`config.mk`:
```
export PLATFORM = sky130hd
export DESIGN_NAME = scan_gated_window_mean_core_flat
export DESIGN_NICKNAME = d
export VERILOG_FILES = /design/src/rtl/sgwm_pkg.sv /design/src/rtl/sgwm_in_if.sv /design/src/rtl/sgwm_out_if.sv /design/src/rtl/sgwm_cfg_if.sv /design/src/rtl/sgwm_win_ram.sv /design/src/rtl/sgwm_div.sv /design/src/rtl/scan_gated_window_mean_core.sv /design/src/flat_wrapper.sv
export SDC_FILE = /design/constraint.sdc
export NUM_CORES = 1
export LEC_CHECK = 0
export BUFFER_PORTS_ARGS = -buffer_cell sky130_fd_sc_hd__buf_2
export CAP_MARGIN = 20
export CORE_ASPECT_RATIO = 2
export CORE_UTILIZATION = 50
export CTS_BUF_LIST = sky130_fd_sc_hd__clkbuf_8
export CTS_CLUSTER_DIAMETER = 200
export DETAILED_ROUTE_END_ITERATION = 16
export GPL_ROUTABILITY_DRIVEN = 0
export HOLD_SLACK_MARGIN = 0.15
export PLACE_DENSITY = 0.74
export SYNTH_ARGS = -nofsm -noshare
export SYNTH_HDL_FRONTEND = slang
export SYNTH_SLANG_ARGS = --single-unit
export TNS_END_PERCENT = 10
```
`constraint.sdc`:
```
create_clock -name clk -period 6.05 [get_ports clk]
set_input_delay 0.9075 -clock clk [delete_from_list [all_inputs] [get_ports clk]]
set_output_delay 0.9075 -clock clk [all_outputs]
set_load 0.1 [all_outputs]
```
`src/rtl/sgwm_pkg.sv`:
```
// Package for the scan-gated window mean block.
// Holds the shared widths, reset values, register codes and the window entry type.
// Depends on nothing.
`timescale 1ns / 1ps

package sgwm_pkg;

	// Window geometry and field widths.
	localparam int MAX_HALF_WIDTH = 15;
	localparam int RANGE_BITS     = 16;
	localparam int WIN_DEPTH      = 2 * MAX_HALF_WIDTH + 1;
	localparam int ADDR_BITS      = $clog2(WIN_DEPTH);
	localparam int POS_BITS       = $clog2(WIN_DEPTH + 1);
	localparam int HW_BITS        = $clog2(MAX_HALF_WIDTH + 1);
	localparam int HW_REG_BITS    = 4;
	localparam int MSD_BITS       = 16;
	localparam int THR_BITS       = MSD_BITS + HW_BITS;
	localparam int SUM_BITS       = RANGE_BITS + POS_BITS;

	// Configuration port.
	localparam int CFG_IDX_BITS  = 1;
	localparam int CFG_DATA_BITS = 16;
	localparam logic [HW_REG_BITS-1:0] HW_RESET  = HW_REG_BITS'(2);
	localparam logic [MSD_BITS-1:0]    MSD_RESET = MSD_BITS'(100);

	typedef enum logic [CFG_IDX_BITS-1:0] {
		CFG_HALF_WIDTH = 1'b0,
		CFG_MAX_STEP   = 1'b1
	} sgwm_cfg_idx_t;

	// One stored reading of the window.
	typedef struct packed {
		logic                  vld;
		logic [RANGE_BITS-1:0] rng;
	} sgwm_entry_t;

endpackage

```
`src/rtl/sgwm_in_if.sv`:
```
// Input channel of the window mean block: one range reading per beat.
// Depends on sgwm_pkg.
`timescale 1ns / 1ps

interface sgwm_in_if
	import sgwm_pkg::*;
();
	logic                  valid;
	logic                  ready;
	logic [RANGE_BITS-1:0] range_in;
	logic                  valid_in;
	logic                  last_in;

	modport source (output valid, output range_in, output valid_in, output last_in, input ready);
	modport sink   (input valid, input range_in, input valid_in, input last_in, output ready);
endinterface

```
`src/rtl/sgwm_out_if.sv`:
```
// Result channel of the window mean block: one filtered reading per beat.
// Depends on sgwm_pkg.
`timescale 1ns / 1ps

interface sgwm_out_if
	import sgwm_pkg::*;
();
	logic                  valid;
	logic                  ready;
	logic [RANGE_BITS-1:0] range_out;
	logic                  valid_out;
	logic                  last_out;

	modport source (output valid, output range_out, output valid_out, output last_out, input ready);
	modport sink   (input valid, input range_out, input valid_out, input last_out, output ready);
endinterface

```
`src/rtl/sgwm_cfg_if.sv`:
```
// Configuration write channel of the window mean block: register index and data per beat.
// Depends on sgwm_pkg.
`timescale 1ns / 1ps

interface sgwm_cfg_if
	import sgwm_pkg::*;
();
	logic                     valid;
	logic                     ready;
	logic [CFG_IDX_BITS-1:0]  index;
	logic [CFG_DATA_BITS-1:0] data;

	modport source (output valid, output index, output data, input ready);
	modport sink   (input valid, input index, input data, output ready);
endinterface

```
`src/rtl/sgwm_win_ram.sv`:
```
// Circular window store of the window mean block: one write and one registered read port.
// Depends on sgwm_pkg.
`timescale 1ns / 1ps

module sgwm_win_ram
	import sgwm_pkg::*;
(
	input  logic                 clk,
	input  logic                 we,
	input  logic [ADDR_BITS-1:0] waddr,
	input  sgwm_entry_t          wdata,
	input  logic [ADDR_BITS-1:0] raddr,
	output sgwm_entry_t          rdata
);

	sgwm_entry_t mem [2**ADDR_BITS];

	// Write port.
	always_ff @(posedge clk) begin
		if (we) begin
			mem[waddr] <= wdata;
		end
	end

	// Registered read port.
	always_ff @(posedge clk) begin
		rdata <= mem[raddr];
	end

endmodule

```
`src/rtl/sgwm_div.sv`:
```
// Serial restoring divider of the window mean block: one quotient bit per cycle.
// Depends on sgwm_pkg.
`timescale 1ns / 1ps

module sgwm_div
	import sgwm_pkg::*;
(
	input  logic                clk,
	input  logic                arst_n,
	input  logic                start,
	input  logic [SUM_BITS-1:0] dividend,
	input  logic [POS_BITS-1:0] divisor,
	output logic                done,
	output logic [SUM_BITS-1:0] quotient
);

	localparam int STEP_BITS = $clog2(SUM_BITS + 1);

	logic                 busy_q;
	logic                 done_q;
	logic [STEP_BITS-1:0] step_q;
	logic [SUM_BITS-1:0]  quo_q;
	logic [POS_BITS-1:0]  rem_q;
	logic [POS_BITS-1:0]  div_q;
	logic [POS_BITS:0]    shifted;
	logic [POS_BITS:0]    trial;
	logic                 fits;

	// Shift in the next dividend bit and try the subtraction.
	always_comb begin
		shifted = {rem_q, quo_q[SUM_BITS-1]};
		trial   = shifted - {1'b0, div_q};
		fits    = shifted >= {1'b0, div_q};
	end

	// Control: busy until every dividend bit has been shifted through, then a one-cycle done pulse.
	always_ff @(posedge clk or negedge arst_n) begin
		if (!arst_n) begin
			busy_q <= 1'b0;
			done_q <= 1'b0;
			step_q <= '0;
		end else begin
			done_q <= 1'b0;
			if (start) begin
				busy_q <= 1'b1;
				step_q <= STEP_BITS'(SUM_BITS);
			end else if (busy_q) begin
				step_q <= step_q - 1'b1;
				if (step_q == STEP_BITS'(1)) begin
					busy_q <= 1'b0;
					done_q <= 1'b1;
				end
			end
		end
	end

	// Datapath: the dividend register turns into the quotient bit by bit.
	always_ff @(posedge clk) begin
		if (start) begin
			quo_q <= dividend;
			rem_q <= '0;
			div_q <= divisor;
		end else if (busy_q) begin
			if (fits) begin
				rem_q <= trial[POS_BITS-1:0];
				quo_q <= {quo_q[SUM_BITS-2:0], 1'b1};
			end else begin
				rem_q <= shifted[POS_BITS-1:0];
				quo_q <= {quo_q[SUM_BITS-2:0], 1'b0};
			end
		end
	end

	assign done     = done_q;
	assign quotient = quo_q;

endmodule

```
`src/rtl/scan_gated_window_mean_core.sv`:
```
// Top level of the scan-gated window mean block: sequencer, accumulator and output register.
// Depends on sgwm_pkg, the three channel interfaces, sgwm_win_ram and sgwm_div.
//
// Usage: readings of a laser scan enter on the reading channel, one per beat, each with
// its range, a valid bit and a last-of-scan mark. Filtered readings leave on the result
// channel. The cfg channel writes half_width (index 0) and max_step_diff (index 1); it is
// always ready and must only be used while the block is idle.
// A reading is written into a circular window memory in the cycle it is accepted. The
// reading half_width positions back is then filtered: its centre and up to 2*half_width
// neighbours are read one per cycle from the memory, accumulated, and the sum is divided
// by the count in a serial divider of one bit per cycle. The single memory read port and
// the divider set the time for one result; a reading that releases a result keeps the input
// closed until its last result has entered the result register.
// Readings that give no result leave the input ready for the next reading.
// At the last reading of a scan all pending readings are flushed, oldest first, at the
// same cost per result; the window is then emptied without a clearing pass.
// The result register holds a finished beat while the receiver stalls; the next reading
// may still be accepted, but a further result waits until that register is free.
// Reset restores half_width 2 and max_step_diff 100 and empties the window.
`timescale 1ns / 1ps

module scan_gated_window_mean_core
	import sgwm_pkg::*;
(
	input  logic       clk,
	input  logic       arst_n,
	sgwm_cfg_if.sink   cfg,
	sgwm_in_if.sink    reading,
	sgwm_out_if.source result
);

	typedef enum logic [6:0] {
		S_IDLE   = 7'b0000001,
		S_CENTRE = 7'b0000010,
		S_NBR    = 7'b0000100,
		S_DRAIN  = 7'b0001000,
		S_START  = 7'b0010000,
		S_WAIT   = 7'b0100000,
		S_OUT    = 7'b1000000
	} state_t;

	state_t                 state_q;
	logic [HW_REG_BITS-1:0] hw_q;
	logic [MSD_BITS-1:0]    msd_q;
	logic [POS_BITS-1:0]    seen_q;
	logic [ADDR_BITS-1:0]   wp_q;
	logic [POS_BITS-1:0]    pos_q;
	logic                   flush_q;
	logic [HW_BITS-1:0]     d_q;
	logic                   side_q;
	logic [THR_BITS-1:0]    thr_q;

	logic                   rd_centre_s1;
	logic                   rd_act_s1;
	logic [THR_BITS-1:0]    thr_s1;

	logic [RANGE_BITS-1:0]  centre_q;
	logic                   cval_q;
	logic [SUM_BITS-1:0]    sum_q;
	logic [POS_BITS-1:0]    cnt_q;

	logic                   out_vld_q;
	logic [RANGE_BITS-1:0]  out_rng_q;
	logic                   out_val_q;
	logic                   out_last_q;

	logic [HW_BITS-1:0]     h_eff;
	logic                   accept_in;
	logic [POS_BITS-1:0]    seen_inc;
	logic                   emit_now;
	logic [POS_BITS-1:0]    first_pos;
	logic [POS_BITS:0]      q_up;
	logic [POS_BITS-1:0]    q_dn;
	logic                   up_act;
	logic                   dn_act;
	logic                   nbr_last;
	logic                   out_free;
	logic [ADDR_BITS-1:0]   raddr;
	sgwm_entry_t            wdata;
	sgwm_entry_t            rdata;
	logic [RANGE_BITS-1:0]  diff;
	logic                   near;
	logic                   div_done;
	logic [SUM_BITS-1:0]    div_quo;

	assign cfg.ready     = 1'b1;
	assign reading.ready = (state_q == S_IDLE);
	assign accept_in     = reading.valid && reading.ready;

	// Configuration registers.
	always_ff @(posedge clk or negedge arst_n) begin
		if (!arst_n) begin
			hw_q  <= HW_RESET;
			msd_q <= MSD_RESET;
		end else if (cfg.valid) begin
			case (sgwm_cfg_idx_t'(cfg.index))
				CFG_HALF_WIDTH: hw_q  <= cfg.data[HW_REG_BITS-1:0];
				CFG_MAX_STEP:   msd_q <= cfg.data[MSD_BITS-1:0];
				default: ;
			endcase
		end
	end

	// Effective half width, clamped to the window.
	assign h_eff = (int'(hw_q) > MAX_HALF_WIDTH) ? HW_BITS'(MAX_HALF_WIDTH) : HW_BITS'(hw_q);

	// Which reading to filter first once the new reading is in the window.
	always_comb begin
		seen_inc  = (int'(seen_q) < WIN_DEPTH) ? seen_q + 1'b1 : seen_q;
		emit_now  = reading.last_in || (seen_inc > POS_BITS'(h_eff));
		first_pos = POS_BITS'(h_eff);
		if (reading.last_in && (POS_BITS'(h_eff) >= seen_inc)) begin
			first_pos = seen_inc - 1'b1;
		end
	end

	// Neighbour positions for the current distance and side.
	always_comb begin
		q_up     = (POS_BITS + 1)'(pos_q) + (POS_BITS + 1)'(d_q);
		q_dn     = pos_q - POS_BITS'(d_q);
		up_act   = q_up < (POS_BITS + 1)'(seen_q);
		dn_act   = POS_BITS'(d_q) <= pos_q;
		nbr_last = side_q && (d_q == h_eff);
		out_free = !out_vld_q || result.ready;
	end

	// Read address: position p lies p entries behind the newest one.
	always_comb begin
		case (state_q)
			S_NBR: begin
				if (side_q) begin
					raddr = wp_q - ADDR_BITS'(q_dn);
				end else begin
					raddr = wp_q - ADDR_BITS'(q_up);
				end
			end
			default: raddr = wp_q - ADDR_BITS'(pos_q);
		endcase
	end

	assign wdata.vld = reading.valid_in;
	assign wdata.rng = reading.range_in;

	sgwm_win_ram u_ram (
		.clk   (clk),
		.we    (accept_in),
		.waddr (wp_q + 1'b1),
		.wdata (wdata),
		.raddr (raddr),
		.rdata (rdata)
	);

	// Sequencer: write the reading, then walk centre and neighbours for each result.
	always_ff @(posedge clk or negedge arst_n) begin
		if (!arst_n) begin
			state_q <= S_IDLE;
			seen_q  <= '0;
			wp_q    <= '0;
			pos_q   <= '0;
			flush_q <= 1'b0;
			d_q     <= '0;
			side_q  <= 1'b0;
			thr_q   <= '0;
		end else begin
			case (state_q)
				S_IDLE: begin
					if (accept_in) begin
						wp_q    <= wp_q + 1'b1;
						seen_q  <= seen_inc;
						flush_q <= reading.last_in;
						pos_q   <= first_pos;
						if (emit_now) begin
							state_q <= S_CENTRE;
						end
					end
				end
				S_CENTRE: begin
					d_q     <= HW_BITS'(1);
					side_q  <= 1'b0;
					thr_q   <= THR_BITS'(msd_q);
					state_q <= (h_eff == '0) ? S_DRAIN : S_NBR;
				end
				S_NBR: begin
					if (side_q) begin
						side_q <= 1'b0;
						d_q    <= d_q + 1'b1;
						thr_q  <= thr_q + THR_BITS'(msd_q);
						if (nbr_last) begin
							state_q <= S_DRAIN;
						end
					end else begin
						side_q <= 1'b1;
					end
				end
				S_DRAIN: state_q <= S_START;
				S_START: state_q <= S_WAIT;
				S_WAIT: begin
					if (div_done) begin
						state_q <= S_OUT;
					end
				end
				S_OUT: begin
					if (out_free) begin
						if (flush_q && (pos_q != '0)) begin
							pos_q   <= pos_q - 1'b1;
							state_q <= S_CENTRE;
						end else begin
							if (flush_q) begin
								seen_q <= '0;
							end
							state_q <= S_IDLE;
						end
					end
				end
				default: state_q <= S_IDLE;
			endcase
		end
	end

	// Tags that travel with each memory read.
	always_ff @(posedge clk or negedge arst_n) begin
		if (!arst_n) begin
			rd_centre_s1 <= 1'b0;
			rd_act_s1    <= 1'b0;
		end else begin
			rd_centre_s1 <= (state_q == S_CENTRE);
			rd_act_s1    <= (state_q == S_NBR) && (side_q ? dn_act : up_act);
		end
	end

	always_ff @(posedge clk) begin
		thr_s1 <= thr_q;
	end

	// Step test against the centre reading.
	always_comb begin
		diff = (rdata.rng > centre_q) ? rdata.rng - centre_q : centre_q - rdata.rng;
		near = THR_BITS'(diff) < thr_s1;
	end

	// Accumulator: the centre starts the sum, admitted neighbours add to it.
	always_ff @(posedge clk) begin
		if (rd_centre_s1) begin
			centre_q <= rdata.rng;
			cval_q   <= rdata.vld;
			sum_q    <= SUM_BITS'(rdata.rng);
			cnt_q    <= POS_BITS'(1);
		end else if (rd_act_s1 && cval_q && rdata.vld && near) begin
			sum_q <= sum_q + SUM_BITS'(rdata.rng);
			cnt_q <= cnt_q + 1'b1;
		end
	end

	sgwm_div u_div (
		.clk      (clk),
		.arst_n   (arst_n),
		.start    (state_q == S_START),
		.dividend (sum_q),
		.divisor  (cnt_q),
		.done     (div_done),
		.quotient (div_quo)
	);

	// Result register.
	always_ff @(posedge clk or negedge arst_n) begin
		if (!arst_n) begin
			out_vld_q <= 1'b0;
		end else if ((state_q == S_OUT) && out_free) begin
			out_vld_q <= 1'b1;
		end else if (result.ready) begin
			out_vld_q <= 1'b0;
		end
	end

	always_ff @(posedge clk) begin
		if ((state_q == S_OUT) && out_free) begin
			out_rng_q  <= div_quo[RANGE_BITS-1:0];
			out_val_q  <= cval_q;
			out_last_q <= flush_q && (pos_q == '0);
		end
	end

	assign result.valid     = out_vld_q;
	assign result.range_out = out_rng_q;
	assign result.valid_out = out_val_q;
	assign result.last_out  = out_last_q;

	// The count of readings held never exceeds the window.
	a_seen_bound: assert property (@(posedge clk) disable iff (!arst_n)
		int'(seen_q) <= WIN_DEPTH)
		else $error("reading count beyond window depth");

	// The divider is never started with an empty count.
	a_cnt_nonzero: assert property (@(posedge clk) disable iff (!arst_n)
		(state_q == S_START) |-> (cnt_q != '0))
		else $error("division started with zero count");

	// A mean never exceeds the range width.
	a_mean_fits: assert property (@(posedge clk) disable iff (!arst_n)
		div_done |-> ((div_quo >> RANGE_BITS) == '0))
		else $error("mean wider than a range");

	// A neighbour read is only taken while a result is being built.
	a_read_in_walk: assert property (@(posedge clk) disable iff (!arst_n)
		rd_act_s1 |-> ((state_q == S_NBR) || (state_q == S_DRAIN)))
		else $error("neighbour read outside the walk");

endmodule

```
`src/flat_wrapper.sv`:
```
// flat-port wrapper written by rule: the top's interface ports become plain ports
module scan_gated_window_mean_core_flat import sgwm_pkg::*;
  (clk, arst_n, cfg_valid, cfg_index, cfg_data, cfg_ready, reading_valid, reading_range_in, reading_valid_in, reading_last_in, reading_ready, result_valid, result_range_out, result_valid_out, result_last_out, result_ready);
  sgwm_cfg_if cfg_i ();
  sgwm_in_if reading_i ();
  sgwm_out_if result_i ();
  input  logic clk;
  input  logic arst_n;
  input wire logic [$bits(cfg_i.valid)-1:0] cfg_valid;
  input wire logic [$bits(cfg_i.index)-1:0] cfg_index;
  input wire logic [$bits(cfg_i.data)-1:0] cfg_data;
  output wire logic [$bits(cfg_i.ready)-1:0] cfg_ready;
  input wire logic [$bits(reading_i.valid)-1:0] reading_valid;
  input wire logic [$bits(reading_i.range_in)-1:0] reading_range_in;
  input wire logic [$bits(reading_i.valid_in)-1:0] reading_valid_in;
  input wire logic [$bits(reading_i.last_in)-1:0] reading_last_in;
  output wire logic [$bits(reading_i.ready)-1:0] reading_ready;
  output wire logic [$bits(result_i.valid)-1:0] result_valid;
  output wire logic [$bits(result_i.range_out)-1:0] result_range_out;
  output wire logic [$bits(result_i.valid_out)-1:0] result_valid_out;
  output wire logic [$bits(result_i.last_out)-1:0] result_last_out;
  input wire logic [$bits(result_i.ready)-1:0] result_ready;
  assign cfg_i.valid = cfg_valid;
  assign cfg_i.index = cfg_index;
  assign cfg_i.data = cfg_data;
  assign cfg_ready = cfg_i.ready;
  assign reading_i.valid = reading_valid;
  assign reading_i.range_in = reading_range_in;
  assign reading_i.valid_in = reading_valid_in;
  assign reading_i.last_in = reading_last_in;
  assign reading_ready = reading_i.ready;
  assign result_valid = result_i.valid;
  assign result_range_out = result_i.range_out;
  assign result_valid_out = result_i.valid_out;
  assign result_last_out = result_i.last_out;
  assign result_i.ready = result_ready;
  scan_gated_window_mean_core u_core (.clk(clk), .arst_n(arst_n), .cfg(cfg_i), .reading(reading_i), .result(result_i));
endmodule
```
==> flow_summary.yaml <==
synthesis:
  synthCells: 2827
  synth_ff_type: "edfxtp_1"
  synth_edf_count: 621
  syn_nets: 3002
  synth_top_family_by_area: "simple AND/OR/NAND/NOR gates"
  yosysWarningCount: 0
  seq_area_frac_synth_pct: 63.0
  synth_compound_area_share_pct: 10.3
  synth_mux_area_share_pct: 3.06
  synth-simple-area-share_pct: 13.4
  synthAdderAreaFrac_pct: 5.18
  syn_area_per_cell_um2: 12.2
  synth_xor_area_share_pct: 1.91
  synth_area_mm2: 0.0344
  ys_seq_elements: 751
  synthArstFlopShare_pct: 10.4
  yosys.cell_types.count: 81
drt:
  vias_per_cell: 5.91
  drcViolationCount: 0
  ant_nets: 0
  wl_um: 83400
  vias: 23000
  drtIter0Drc: 1877
  dr.pass1.iters: 6
  wl_per_cell_um: 21.5
cts:
  clk_pin_slew_worst_paths_ps: 70
  cts_tree: "yes"
  cts_buffers: 97
  cts.sinks: 751
  clockRootBuffer: "clkbuf_8"
  htree_levels: 3
  post_cts_buffers: 0
  clk_latency_ps: 760
  clockBufferDepth: 3
sta:
  period_share_pct: 89.1
  rsz0062_at_grt: "false"
  setup_tns_ps: 0
  final-setup-viol-count: 0
  hold_viol: 0
  clock.fmax_mhz: 185
  worst_pin_slew_ps: 1030
  finalMaxSlewViolations: 0
  skew_ps: 45.6
  fin_crit_ps: 5390
  setup_slack_ps: 659
  worst_slew_margin_rel_pct: 31.6
final_layout:
  final_cell_area_mm2: 0.0378
  final_nets: 3091
  fin_util_pct: 55.7
  final_cell_mix: "edfxtp_1 (621), nand2_1 (496), inv_1 (141)"
  final_common_cell: "edfxtp_1"
  syn2layout_area_growth_pct: 10.1
  drive_gt1_share_pct: 11.9
worst_setup_path:
  critPathMaxStageDelay_ps: 450
  arrival_ps: 5770
  end_kind: "flop"
  cp-start-kind: "flop"
  crit_path_cell_trace: "inv_1 > ha_1 > inv_1 > fa_1 > a21o_1 > a221oi_1 > o21ai_0 > nand2_1 > nor2_1 > o31ai_2 > buf_4 > a2111oi_0 > a21oi_1 > xor2_1 > ha_1 > and4_1 > a21oi_1 > a21boi_0 > a211oi_1 > a21boi_0 > buf_4 > or2_2"
  rr_worst_depth: 22
  path_max_fanout: 19
  required_ps: 6430
  critPathKind: "reg2reg"
  critPathSlowestCell: "or2_2"
  critical_path.startpoint: "u_core.u_ram.rdata[0]"
  reg2reg_from: "u_core.u_ram.rdata[0]"
worst_hold_path:
  worstHoldPathType: "in2reg"
  hold_depth: 3
  worstHoldStart: "cfg_data[3]"
die:
  die_w_um: 187
  row_count: 135
  dieArea_mm2: 0.0698
  dieHeight_um: 373
  ios: 61
  coreArea_mm2: 0.0679
  start_util_pct: 50.6
placement:
  pre_cts_ws_ps: 744
  port_buffers: 59
  placed_area_mm2: 0.0358
  dp_hpwl_um: 56800
grt:
  overflow: 0
  antenna_found_initial: 1
  grt_max_degree: 125
  grt_pass1_wl_um: 128000
  grt_pass1_vias: 23700
  globalRouteTotalUtil_pct: 23.9
job:
  drv_cap: 0
status:
  status: "finished clean"
cell type report:
class                           instances  area, µm²
Sequential cell                       751      21600
Tap cell                              890       1110
Clock buffer                          101       1390
Timing Repair Buffer                  127        883
Fill cell                            5484      30100
Antenna cell                            2       5.00
Clock inverter                         79        607
Inverter                              119        447
Multi-Input combinational cell       1820      11700
state kept, by name, indices dropped and copies added (netlist names), 7 cells and up:
register / flops
u_core.u_ram.mem: 544
u_core.sum_q: 21
u_core.u_div.quotient: 21
u_core.thr_q: 20
u_core.thr_s1: 20
u_core.u_ram.rdata: 17
u_core.centre_q: 16
u_core.msd_q: 16
u_core.result.range_out: 16
u_core.state_q: 7
Yosys cell counts (21+ instances only):
cell type | instances | area [µm²]
and2_1 | 52 | 325
a22oi_1 | 24 | 180
dfxtp_1 | 52 | 1040
o21ai_0 | 82 | 410
mux2_2 | 41 | 462
ha_1 | 123 | 1540
dfrtp_1 | 73 | 1830
a31oi_1 | 21 | 131
clkbuf_1 | 77 | 289
xnor2_1 | 43 | 377
nand3_1 | 132 | 661
and2_0 | 22 | 138
edfxtp_1 | 621 | 18600
buf_2 | 44 | 220
nor2_1 | 122 | 458
a211oi_1 | 66 | 495
a311o_1 | 32 | 320
inv_1 | 118 | 443
nand4_1 | 42 | 263
mux2i_1 | 59 | 591
a21oi_1 | 113 | 566
a311oi_1 | 39 | 342
xor2_1 | 32 | 280
nor3_1 | 39 | 195
nand2_1 | 496 | 1860
a21o_1 | 38 | 285
cell families (layout without fill, tap and decap cells):
family,count (synthesis),in the layout
AND/OR/NAND/NOR,1003,1003
XOR/XNOR,75,75
buffers and inverters,256,426
flip-flops,751,751
other,1,3
adder cells (fa/ha/maj),135,135
AO/OA/AOI/OAI,506,506
multiplexers,100,100
path summary, 6_finish.rpt:
| check | endpoint | slack [ps] |
|---|---|---|
| worst max-delay path | u_core.sum_q[12] | 660 |
| worst min-delay path | u_core.h_eff[3] | 400 |
| worst max register to register | u_core.sum_q[12] | 660 |
| worst min register to register | u_core.thr_s1[2] | 410 |
| max in group asynchronous | u_core.rd_centre_s1 | 4360 |
| min in group asynchronous | u_core.wp_q[3] | 500 |
metal layers:
metal  part of all wire (%)  up-vias  GRT usage [%]
li1                       -    10600              -
met1                     33    11300           23.1
met2                     55      876           45.8
met3                    5.1      309           3.40
met4                    6.8        0           16.1
met5                      0        -              0
stage by stage:
| stage | cells | hold WS, ps |
|---|---|---|
| after floorplan | 2827 | 366 |
| after global placement | 3705 | 373 |
| after detailed placement | 3705 | 375 |
| after CTS | 3886 | 347 |
| after global routing | 3888 | 366 |
| final | 3889 | 400 |
repair_timing:
item                                    in CTS  in global routing
endpoints found under the setup margin       0                  0
hold endpoints to repair                     5                  0
hold buffers                                 1                  0
resized for setup                            0                  0
worst max-delay path: cells and delay by family (launching register included):
family	cells	cell delay, ps
AOI/OAI and AO/OA	10	2130
xor gates and xnor gates	1	170
adders and majority gates	3	800
buffers and inverters	4	680
DFF	1	350
and+or+nand+nor	4	880
Power is left out: the tool's default activity adds up to more than one toggle a clock period on the data nets, which glitch-free logic cannot reach.
